`src/hw/rtl/lpp_pkg.sv`:
```
// Package for the line position PID: constants, types and register codes.
`timescale 1ns / 1ps
package lpp_pkg;

	localparam int SENSOR_BITS    = 12;
	localparam int GAIN_FRAC_BITS = 32;
	localparam int NUM_SENSORS    = 6;

	localparam int ERR_FRAC  = 8;
	localparam int OUT_FRAC  = 16;
	localparam int ERR_W     = 24;
	localparam int DIFF_W    = ERR_W + 1;
	localparam int MAG_W     = ERR_W + 1;
	localparam int GAIN_W    = 40;
	localparam int GAIN_LO_W = 16;
	localparam int GAIN_HI_W = GAIN_W - GAIN_LO_W;
	localparam int PROD_W    = MAG_W + GAIN_HI_W;
	localparam int FULL_W    = PROD_W + GAIN_LO_W + 1;
	localparam int SCALE_SH  = GAIN_FRAC_BITS + ERR_FRAC - OUT_FRAC;
	localparam int OFFSET_W  = 16;
	localparam int OUT_W     = 32;
	localparam int SUM_W     = OUT_W + 2;

	localparam int WSUM_BITS = (SENSOR_BITS + 10 > ERR_W - 1) ? SENSOR_BITS + 10 : ERR_W - 1;
	localparam int CALC_W    = WSUM_BITS + 3;

	localparam int W_FAR  = 410;
	localparam int W_MID  = 320;
	localparam int W_NEAR = 256;

	localparam int S_TDATA_W = ((NUM_SENSORS * SENSOR_BITS + 7) / 8) * 8;
	localparam int M_TDATA_W = 2 * OUT_W;

	localparam int CFG_IDX_W  = 3;
	localparam int CFG_DATA_W = GAIN_W;

	localparam logic [GAIN_W-1:0] GAIN_P_RST = 40'd429496730;
	localparam logic [GAIN_W-1:0] GAIN_I_RST = 40'd17180;
	localparam logic [GAIN_W-1:0] GAIN_D_RST = 40'd34359738368;

	localparam logic signed [ERR_W-1:0] ERR_MAX = {1'b0, {(ERR_W-1){1'b1}}};
	localparam logic signed [ERR_W-1:0] ERR_MIN = {1'b1, {(ERR_W-1){1'b0}}};
	localparam logic signed [OUT_W-1:0] OUT_MAX = {1'b0, {(OUT_W-1){1'b1}}};
	localparam logic signed [OUT_W-1:0] OUT_MIN = {1'b1, {(OUT_W-1){1'b0}}};

	localparam int STEP_W    = 3;
	localparam logic [STEP_W-1:0] STEP_INTEG = 3'd5;
	localparam logic [STEP_W-1:0] STEP_LAST  = 3'd6;

	typedef enum logic [CFG_IDX_W-1:0] {
		REG_LINE_OFFSET = 3'd0,
		REG_GAIN_P      = 3'd1,
		REG_GAIN_I_DT   = 3'd2,
		REG_GAIN_D_DT   = 3'd3
	} cfg_reg_t;

	typedef enum logic [1:0] {
		ST_IDLE,
		ST_CALC,
		ST_SUM
	} state_t;

endpackage

```
`src/hw/rtl/line_position_pid.sv`:
```
// Line position PID: weighted sensor error and PID step on one shared multiplier.
// Each accepted input beat runs through the error register, 7 multiply and scale steps on
// the 25x24 shared multiplier and the final sum; an output stall holds it in the sum state.
// Beats do not overlap: s_tready is high only while the sequencer is idle.
// Reset (arst_n low, asynchronous): integrator and previous error cleared, gains and offset
// return to their defaults, no output beat pending.
`timescale 1ns / 1ps
module line_position_pid (
	input  logic                                clk,
	input  logic                                arst_n,
	input  logic                                s_tvalid,
	output logic                                s_tready,
	// far_left, mid_left, near_left, near_right, mid_right, far_right (lowest bits first)
	input  logic [lpp_pkg::S_TDATA_W-1:0]       s_tdata,
	output logic                                m_tvalid,
	input  logic                                m_tready,
	// drive_right, drive_left (lowest bits first)
	output logic [lpp_pkg::M_TDATA_W-1:0]       m_tdata,
	input  logic                                cfg_valid,
	output logic                                cfg_ready,
	input  logic [lpp_pkg::CFG_IDX_W-1:0]       cfg_index,
	input  logic [lpp_pkg::CFG_DATA_W-1:0]      cfg_data
);
	import lpp_pkg::*;

	state_t state_q, state_d;
	logic [STEP_W-1:0] step_q, step_d;

	logic signed [OFFSET_W-1:0] offset_q;
	logic [GAIN_W-1:0] gain_p_q, gain_i_q, gain_d_q;

	logic signed [ERR_W-1:0]  err_q, prev_q;
	logic signed [DIFF_W-1:0] diff_q;
	logic signed [OUT_W-1:0]  integ_q, p_q, i_q, d_q;
	logic [PROD_W-1:0] prod_q, hi_q;
	logic m_tvalid_q;
	logic [M_TDATA_W-1:0] m_tdata_q;

	// error from the sensor beat
	logic [SENSOR_BITS-1:0] fl, ml, nl, nr, mr, fr;
	logic signed [CALC_W-1:0] left_w, right_w, err_w;
	logic signed [ERR_W-1:0] err_sat;

	assign fl = s_tdata[0*SENSOR_BITS +: SENSOR_BITS];
	assign ml = s_tdata[1*SENSOR_BITS +: SENSOR_BITS];
	assign nl = s_tdata[2*SENSOR_BITS +: SENSOR_BITS];
	assign nr = s_tdata[3*SENSOR_BITS +: SENSOR_BITS];
	assign mr = s_tdata[4*SENSOR_BITS +: SENSOR_BITS];
	assign fr = s_tdata[5*SENSOR_BITS +: SENSOR_BITS];

	always_comb begin
		left_w = CALC_W'(W_FAR) * signed'(CALC_W'(fl))
			+ CALC_W'(W_MID) * signed'(CALC_W'(ml))
			+ CALC_W'(W_NEAR) * signed'(CALC_W'(nl))
			+ CALC_W'(W_NEAR) * CALC_W'(offset_q);
		right_w = CALC_W'(W_NEAR) * signed'(CALC_W'(nr))
			+ CALC_W'(W_MID) * signed'(CALC_W'(mr))
			+ CALC_W'(W_FAR) * signed'(CALC_W'(fr));
		err_w = left_w - right_w;
		if (err_w > CALC_W'(ERR_MAX))
			err_sat = ERR_MAX;
		else if (err_w < CALC_W'(ERR_MIN))
			err_sat = ERR_MIN;
		else
			err_sat = err_w[ERR_W-1:0];
	end

	// shared multiplier operand select
	logic op_diff, op_lo, op_neg;
	logic [1:0] op_gain;
	logic [MAG_W-1:0] err_mag, diff_mag, mul_a;
	logic [GAIN_W-1:0] gain_sel;
	logic [GAIN_HI_W-1:0] mul_b;

	assign err_mag  = err_q[ERR_W-1] ? MAG_W'(-DIFF_W'(err_q)) : MAG_W'(DIFF_W'(err_q));
	assign diff_mag = diff_q[DIFF_W-1] ? MAG_W'(-diff_q) : MAG_W'(diff_q);

	always_comb begin
		op_gain = step_q[2:1];
		op_lo   = step_q[0];
		op_diff = step_q[2];
		mul_a   = op_diff ? diff_mag : err_mag;
		case (op_gain)
			2'd0:    gain_sel = gain_p_q;
			2'd1:    gain_sel = gain_i_q;
			default: gain_sel = gain_d_q;
		endcase
		mul_b = op_lo ? GAIN_HI_W'(gain_sel[GAIN_LO_W-1:0]) : gain_sel[GAIN_W-1:GAIN_LO_W];
	end

	// scaling of the product finished in the previous step
	logic [STEP_W-1:0] prev_step;
	logic [FULL_W-1:0] full_w, shifted_w;
	logic signed [OUT_W-1:0] scaled;

	assign prev_step = step_q - STEP_W'(1);
	assign op_neg = prev_step[2] ? diff_q[DIFF_W-1] : err_q[ERR_W-1];

	always_comb begin
		full_w = {1'b0, hi_q, {GAIN_LO_W{1'b0}}} + FULL_W'(prod_q);
		shifted_w = full_w >> SCALE_SH;
		if (|shifted_w[FULL_W-1:OUT_W-1])
			scaled = op_neg ? OUT_MIN : OUT_MAX;
		else if (op_neg)
			scaled = -signed'(shifted_w[OUT_W-1:0]);
		else
			scaled = signed'(shifted_w[OUT_W-1:0]);
	end

	// integrator and final sum
	logic signed [OUT_W:0] integ_w;
	logic signed [SUM_W-1:0] sum_w;
	logic signed [OUT_W-1:0] integ_sat, right_sat, left_out;

	always_comb begin
		integ_w = (OUT_W+1)'(integ_q) + (OUT_W+1)'(i_q);
		if (integ_w > (OUT_W+1)'(OUT_MAX))
			integ_sat = OUT_MAX;
		else if (integ_w < (OUT_W+1)'(OUT_MIN))
			integ_sat = OUT_MIN;
		else
			integ_sat = integ_w[OUT_W-1:0];
		sum_w = SUM_W'(p_q) + SUM_W'(integ_q) + SUM_W'(d_q);
		if (sum_w > SUM_W'(OUT_MAX))
			right_sat = OUT_MAX;
		else if (sum_w < SUM_W'(OUT_MIN))
			right_sat = OUT_MIN;
		else
			right_sat = sum_w[OUT_W-1:0];
		left_out = (right_sat == OUT_MIN) ? OUT_MAX : -right_sat;
	end

	// sequencer
	logic out_free;
	assign out_free = !m_tvalid_q || m_tready;

	always_ff @(posedge clk or negedge arst_n) begin
		if (!arst_n) begin
			state_q <= ST_IDLE;
			step_q  <= '0;
		end else begin
			state_q <= state_d;
			step_q  <= step_d;
		end
	end

	always_comb begin
		state_d  = state_q;
		step_d   = step_q;
		s_tready = 1'b0;
		case (state_q)
			ST_IDLE: begin
				s_tready = 1'b1;
				if (s_tvalid) begin
					state_d = ST_CALC;
					step_d  = '0;
				end
			end
			ST_CALC: begin
				step_d = step_q + STEP_W'(1);
				if (step_q == STEP_LAST)
					state_d = ST_SUM;
			end
			ST_SUM: begin
				if (out_free)
					state_d = ST_IDLE;
			end
			default: state_d = ST_IDLE;
		endcase
	end

	// configuration
	assign cfg_ready = 1'b1;

	always_ff @(posedge clk or negedge arst_n) begin
		if (!arst_n) begin
			offset_q <= '0;
			gain_p_q <= GAIN_P_RST;
			gain_i_q <= GAIN_I_RST;
			gain_d_q <= GAIN_D_RST;
		end else if (cfg_valid) begin
			case (cfg_index)
				REG_LINE_OFFSET: offset_q <= cfg_data[OFFSET_W-1:0];
				REG_GAIN_P:      gain_p_q <= cfg_data;
				REG_GAIN_I_DT:   gain_i_q <= cfg_data;
				REG_GAIN_D_DT:   gain_d_q <= cfg_data;
				default: ;
			endcase
		end
	end

	// controller state
	always_ff @(posedge clk or negedge arst_n) begin
		if (!arst_n) begin
			prev_q  <= '0;
			integ_q <= '0;
		end else if (state_q == ST_CALC) begin
			if (step_q == '0)
				prev_q <= err_q;
			if (step_q == STEP_INTEG)
				integ_q <= integ_sat;
		end
	end

	// datapath
	always_ff @(posedge clk) begin
		if (state_q == ST_IDLE && s_tvalid)
			err_q <= err_sat;
		if (state_q == ST_CALC) begin
			prod_q <= PROD_W'(mul_a) * PROD_W'(mul_b);
			if (step_q == '0)
				diff_q <= DIFF_W'(err_q) - DIFF_W'(prev_q);
			if (step_q != '0) begin
				if (!prev_step[0]) begin
					hi_q <= prod_q;
				end else begin
					case (prev_step[2:1])
						2'd0:    p_q <= scaled;
						2'd1:    i_q <= scaled;
						default: d_q <= scaled;
					endcase
				end
			end
		end
	end

	// output register
	always_ff @(posedge clk or negedge arst_n) begin
		if (!arst_n)
			m_tvalid_q <= 1'b0;
		else if (state_q == ST_SUM && out_free)
			m_tvalid_q <= 1'b1;
		else if (m_tready)
			m_tvalid_q <= 1'b0;
	end

	always_ff @(posedge clk) begin
		if (state_q == ST_SUM && out_free)
			m_tdata_q <= {left_out, right_sat};
	end

	assign m_tvalid = m_tvalid_q;
	assign m_tdata  = m_tdata_q;

	// checks
	a_accept_starts: assert property (@(posedge clk) disable iff (!arst_n)
		s_tvalid && s_tready |=> state_q == ST_CALC && step_q == '0)
		else $error("accepted beat did not start the sequencer");

	a_step_range: assert property (@(posedge clk) disable iff (!arst_n)
		state_q == ST_CALC |-> step_q <= STEP_LAST)
		else $error("step counter out of range");

	a_left_is_neg: assert property (@(posedge clk) disable iff (!arst_n)
		m_tvalid |-> (m_tdata[M_TDATA_W-1:OUT_W] ==
			((m_tdata[OUT_W-1:0] == OUT_MIN) ? OUT_MAX : -m_tdata[OUT_W-1:0])))
		else $error("left drive is not the negated right drive");

	a_no_load_busy: assert property (@(posedge clk) disable iff (!arst_n)
		m_tvalid && !m_tready && state_q == ST_SUM |=> state_q == ST_SUM)
		else $error("result left the sum state while output was stalled");

endmodule
```
`config.mk`:
```
export PLATFORM = sky130hd
export DESIGN_NAME = line_position_pid
export DESIGN_NICKNAME = d
export VERILOG_FILES = /design/src/hw/rtl/lpp_pkg.sv /design/src/hw/rtl/line_position_pid.sv
export SDC_FILE = /design/constraint.sdc
export NUM_CORES = 2
export LEC_CHECK = 0
export BUFFER_PORTS_ARGS = -buffer_cell sky130_fd_sc_hd__buf_2
export CAP_MARGIN = 20
export CORE_UTILIZATION = 59
export DETAILED_ROUTE_END_ITERATION = 6
export PLACE_DENSITY = 0.79
export SLEW_MARGIN = 0
export SYNTH_ARGS = -nofsm -noshare
export SYNTH_HDL_FRONTEND = slang
export SYNTH_SLANG_ARGS = --single-unit
```
`constraint.sdc`:
```
create_clock -name clk -period 9.2 [get_ports clk]
set_clock_uncertainty 0.05 [all_clocks]
set_input_delay 1.84 -clock clk [delete_from_list [all_inputs] [get_ports clk]]
set_output_delay 1.84 -clock clk [all_outputs]
set_load 0.02 [all_outputs]
```
## Yosys cells after proc, flatten, opt, wreduce, memory -nomap -nowiden

Index checks and enable logic that the tools add are counted.

- Add/sub/neg operators: 17
- $mul: 5
- $lt $le $gt $ge: 6
- Equal/unequal tests: 13
- Multiplexer cells: 23
- Bitwise operators: 2
- Reduce and logical (&&, ||, !) cells: 26

Operator list:

| kind | count |
|---|---|
| 32-bit two-way mux | 7 |
| 40-bit case mux with 2 select lines | 1 |
| 25-bit two-way mux | 3 |
| 32-bit by 32-bit adder with 33-bit output | 2 |
| 65-bit by 49-bit adder with 66-bit output | 1 |
| 32-bit negation | 2 |
| 25-bit by 24-bit multiplier with 49-bit output | 1 |
| 24-bit two-way mux | 2 |
| 8-bit by 12-bit multiplier with 20-bit output (first input constant) | 2 |
| 33-bit by 32-bit adder with 34-bit output | 1 |
| 34-bit by 32-bit > comparator with 1-bit output (second input constant) | 1 |
| 34-bit by 32-bit less-than comparator with 1-bit output (second input constant) | 1 |
| 33-bit by 32-bit > comparator with 1-bit output (second input constant) | 1 |
| 33-bit by 32-bit less-than comparator with 1-bit output (second input constant) | 1 |
| 32-bit == test (second input constant) | 1 |
| 3-bit by 12-bit multiplier with 15-bit output (first input constant) | 2 |
| 26-bit by 24-bit > comparator with 1-bit output (second input constant) | 1 |
| 26-bit by 24-bit less-than comparator with 1-bit output (second input constant) | 1 |
| 25-bit by 24-bit subtractor with 26-bit output | 1 |
| 24-bit by 24-bit adder with 25-bit output | 1 |
| 24-bit negation with 25-bit output | 1 |
| 25-bit negation | 1 |
| 24-bit by 24-bit subtractor with 25-bit output | 1 |
| 22-bit by 20-bit adder with 23-bit output | 1 |
| other kinds (29) | 55 |

- Flip-flop bits (word level): 505
- Output and inout port bits: 67
- Logic and storage cells: 110

## Longest topological paths before layout

- Depth in word-level cells: 7
- Mapped depth: 37
- Mapped depth without buffers: 37

## Least setup slack after synthesis

No wires, ideal clock.

- Path type: input-to-reg
- Start point: input port s_tdata[1] (netlist bit)
- End point: register err_q[14], data pin
- Library setup time: 0.271 ns
- Arrival: 9.476 ns
- Path slack: -0.597 ns
- Cell stages on the path: 34
- Path through: ha_1 xor2_1 ha_1 fa_1 inv_1 fa_1 inv_1 ha_1 inv_1 o21bai_1 a21oi_1 o21bai_1 a21oi_1 o21ai_0 a2111oi_0 nor2_1 xnor2_1 fa_1 inv_1 ha_1 or2_2 a21oi_1 a21oi_1 or4_1 nand3_1 fa_1 ha_1 or3_1 o211ai_1 nor2b_1 xnor2_1 a32oi_1 clkbuf_1 o21ai_0

- Cells in the longest elaborated chain, start to end: 7

RTL lines:

| what | RTL line | RTL |
|---|---|---|
| start: declaration | line_position_pid.sv:14 | `input logic [lpp_pkg::S_TDATA_W-1:0] s_tdata,` |
| 8-bit by 12-bit multiplier with 20-bit output (*) | line_position_pid.sv:52 | `left_w = CALC_W'(W_FAR) * signed'(CALC_W'(fl))` |
| 21-bit by 21-bit adder with 22-bit output (*) | line_position_pid.sv:53 | `+ CALC_W'(W_MID) * signed'(CALC_W'(ml))` |
| 22-bit by 20-bit adder with 23-bit output (*) | line_position_pid.sv:54 | `+ CALC_W'(W_NEAR) * signed'(CALC_W'(nl))` |
| 24-bit by 24-bit adder with 25-bit output (*) | line_position_pid.sv:55 | `+ CALC_W'(W_NEAR) * CALC_W'(offset_q);` |
| 25-bit by 24-bit subtractor with 26-bit output (*) | line_position_pid.sv:59 | `err_w = left_w - right_w;` |
| 26-bit by 24-bit less-than comparator with 1-bit output | line_position_pid.sv:62 | `else if (err_w < CALC_W'(ERR_MIN))` |
| 24-bit two-way mux | line_position_pid.sv:62 |  |
| end signal: assignment | line_position_pid.sv:208 | `err_q <= err_sat;` |
| end: declaration | line_position_pid.sv:32 | `logic signed [ERR_W-1:0] err_q, prev_q;` |

Every way passes the cells marked *; elsewhere a longest branch is shown, timed or not.
A chain may end at the register's enable or synchronous reset.

## Worst setup path after layout

- Start point: register diff_q[1]
- End point: register prod_q[47], data pin

- Cells in the longest elaborated chain, start to end: 4

RTL lines:

| what | RTL line | RTL |
|---|---|---|
| start: declaration | line_position_pid.sv:33 | `logic signed [DIFF_W-1:0] diff_q;` |
| start signal: assignment | line_position_pid.sv:212 | `diff_q <= DIFF_W'(err_q) - DIFF_W'(prev_q);` |
| 25-bit negation | line_position_pid.sv:76 | `assign diff_mag = diff_q[DIFF_W-1] ? MAG_W'(-diff_q) : MAG_W'(diff_q);` |
| 25-bit two-way mux (*) | line_position_pid.sv:76 |  |
| 25-bit two-way mux (*) | line_position_pid.sv:82 | `mul_a = op_diff ? diff_mag : err_mag;` |
| 25-bit by 24-bit multiplier with 49-bit output (*) | line_position_pid.sv:210 | `prod_q <= PROD_W'(mul_a) * PROD_W'(mul_b);` |
| end signal: assignment | line_position_pid.sv:210 |  |
| end: declaration | line_position_pid.sv:35 | `logic [PROD_W-1:0] prod_q, hi_q;` |

Marks and branches as above.

==> results.md <==
- Status: completed
- Achievable Freq: 109 MHz
- WL final: 151000 um
- Nets: between 7000 and 8000
- Mapped Nets: about 7100
- # Max-Cap Violations: 0
- Vias per inst: between 5 and 6
- Critical path class: reg2reg
- Worst-path maximum fanout: 4
- CTS tree: built
- Fill cells: 6975
- Clock-pin slew on the worst setup and hold paths: 70 ps
- Final period utilization: between 90 and 100%
- Seq/Total Area, Yosys: between 20 and 30%
- Vias in the first global route: 45001
- Yosys top cell by area: fa_1
- Max incr delay on CP: between 500 and 600 ps
- Total gr overflow: 0
- Die ar.: roughly 97000 um^2
- Area delta synth->final: 14.3%
- Diode count: 0
- CP Data Required Time: 9560 ps
- Worst Setup Start Kind: flop
- CTS hold repair buffers: 0
- Synth Instances: 5806
- Core region area: 94900 um^2
- Synth Register Bits: 505
- Setup_tns: 0 ps
- Num CTS Buffers: 54
- H-tree depth: 2
- Hold WC Path Type: reg2reg
- Antenna violations before repair: 2
- Hold_ws: around 360 ps
- Dpl cells: 7369
- Mapped Area: 56400 um^2
- Critical path's slowest cell: fa_1
- Synth Flop Type: edfxtp_1
- Placed wire-length estimate: 119000 um
- Starting density of the core: 59.5%
- IO Port Bufs: between 150 and 200
- Post-layout util: 68.0%
- Antenna viol nets, final: 0
- Most frequent cell after synthesis: inv_1
- Ranking of synthesized cells by area: fa_1 22%, edfxtp_1 16%, ha_1 12%
- Clock sinks: approximately 510
- Clk_lat worst skew: roughly 660 ps
- Boundary Pins: between 150 and 200
- FFs w/ async S/R, synth: between 30% and 40%
- First-pass GRT wire length: 238000 um
- WP data arrival: 9500 ps
- Final GP Congestion: 0.966
- Total iterations of the first detailed-routing run: 6
- Most Frequent Cell on Critical Path: fa_1
- Worst Path Buf+Inv: 6
- Final hold vios: 0
- FF/Latch Area: 14200 um^2
- Slew Viols, Final: 0
- Mean routed wirelength per cell: between 20 and 25 um
- Largest net degree at the start of global routing: 92
- Worst relative slew slack: between 20% and 30%
- Die Y: 311 um
- Worst Tran Pin Value: 1150 ps
- Number of flops mapped to enable cells by yosys: 307
- Total global-route track usage: between 30% and 40%
- DRC viols: 0
- Cell row count: around 110
- Critical path's top delay family: adder cells
- Top cell type's share of synthesized area: 22.2%
- Initial DRC Count: 3395
- Critical path endpoint category: flop
- Clock Tree Root: clkbuf_16
- Finished Layout Cells: 7517
- Post-synth top cells: 835 x inv_1, 625 x fa_1, 619 x nand2_1
- Detailed-route via count: 44187
- Worst path depth: 35
- Cell variety after synth: 103
- Layout cells sized above 1: 17.9%
- RSZ-0062 raised after global routing: true
- Buffer levels on the longest clock path: 3
- Hold Crit Depth: 0
- Setup Viol. Count Final: 0
- Syn Area/Cell: 9.72 um^2
- Multi-input gate area: 39600 um^2
- Yosys warnings: 0
- Min Tclk post-route: 9150 ps
- R2R depth: 35
- Die width: roughly 310 um
cell type report:
class | count | share of cell area, %
flip-flops and latches | 505 | 22.0
well taps | 1265 | 2.45
clock buffers | 77 | 2.45
repair buffers | 550 | 6.20
clock inverters | 25 | 0.537
multi-input cells | 4258 | 61.4
inverters | 837 | 4.88
what timing repair did:
action                                 in CTS  in global routing
gates resized for setup                    24                255
setup endpoints to repair                  16                 42
gates cloned                                0                  5
pin swaps                                  11                146
setup buffers                               3                 34
endpoints found under the hold margin       0                  0
sequential cells by signal, indices dropped and copies added, names as in the netlist, 16 cells and up:
register	flops
d_q	32
diff_q	25
err_q	24
gain_d_q	40
gain_i_q	40
gain_p_q	40
hi_q	49
i_q	32
integ_q	32
m_tdata	64
offset_q	16
p_q	32
prev_q	24
prod_q	49
cell families after synthesis:
logic type | synth area share [%]
buf+inv | 7.12
compound gates | 12.2
fa+ha+maj | 33.9
simple gates | 12.8
xor+xnor | 4.36
mux | 4.45
flops | 25.2
other cells | 0.00665
per-stage QoR:
step	area, um^2	setup slack [ps]
2_1_floorplan	56500	3.18
3_3_place_gp	60800	-416
3_5_place_dp	60800	-598
4_1_cts	62900	0.949
5_1_grt	64500	-289
6_report	64500	53.1
placed cells by master, fill, tap and decap left out, drive strengths merged, types with 13 or more instances in the layout:
master	n
o31ai	35
edfxtp	307
xnor2	150
ha	530
a31oi	33
or2	20
a21oi	265
or3	36
nor4	27
clkinv	14
nand2	621
xor2	130
o21bai	32
and3	31
and2	68
a21o	118
mux2i	48
nor3	74
o211ai	37
nand4	29
o21a	48
fa	625
inv	840
nor3b	18
a21boi	27
nor2b	86
o21ai	301
dfstp	22
a211o	13
a211oi	32
nand3	69
mux2	160
nand2b	79
clkbuf	84
dfrtp	176
o22a	22
buf	543
nor2	340
path summary, 6_finish.rpt:
check / from / to / slack [ps]
setup / recovery: diff_q[1] / prod_q[47] / 50
hold / removal: prod_q[3] / hi_q[3] / 360
setup reg to reg: diff_q[1] / prod_q[47] / 50
hold reg to reg: prod_q[3] / hi_q[3] / 360
max in group asynchronous: arst_n / step_q[1] / 6450
min in group asynchronous: arst_n / gain_d_q[37] / 1170
metal layers:
layer  track usage (%)  routed length [um]  vias up
met5                 0                  23        -
met3              5.76               12100      428
met4              13.3                7450        4
met1              39.6               59700    21605
met2              51.1               71400     1898
li1                  -                   -    20252
Power is not shown: default switching activity piles up to over one toggle a cycle in this logic, so the estimate is an artifact.
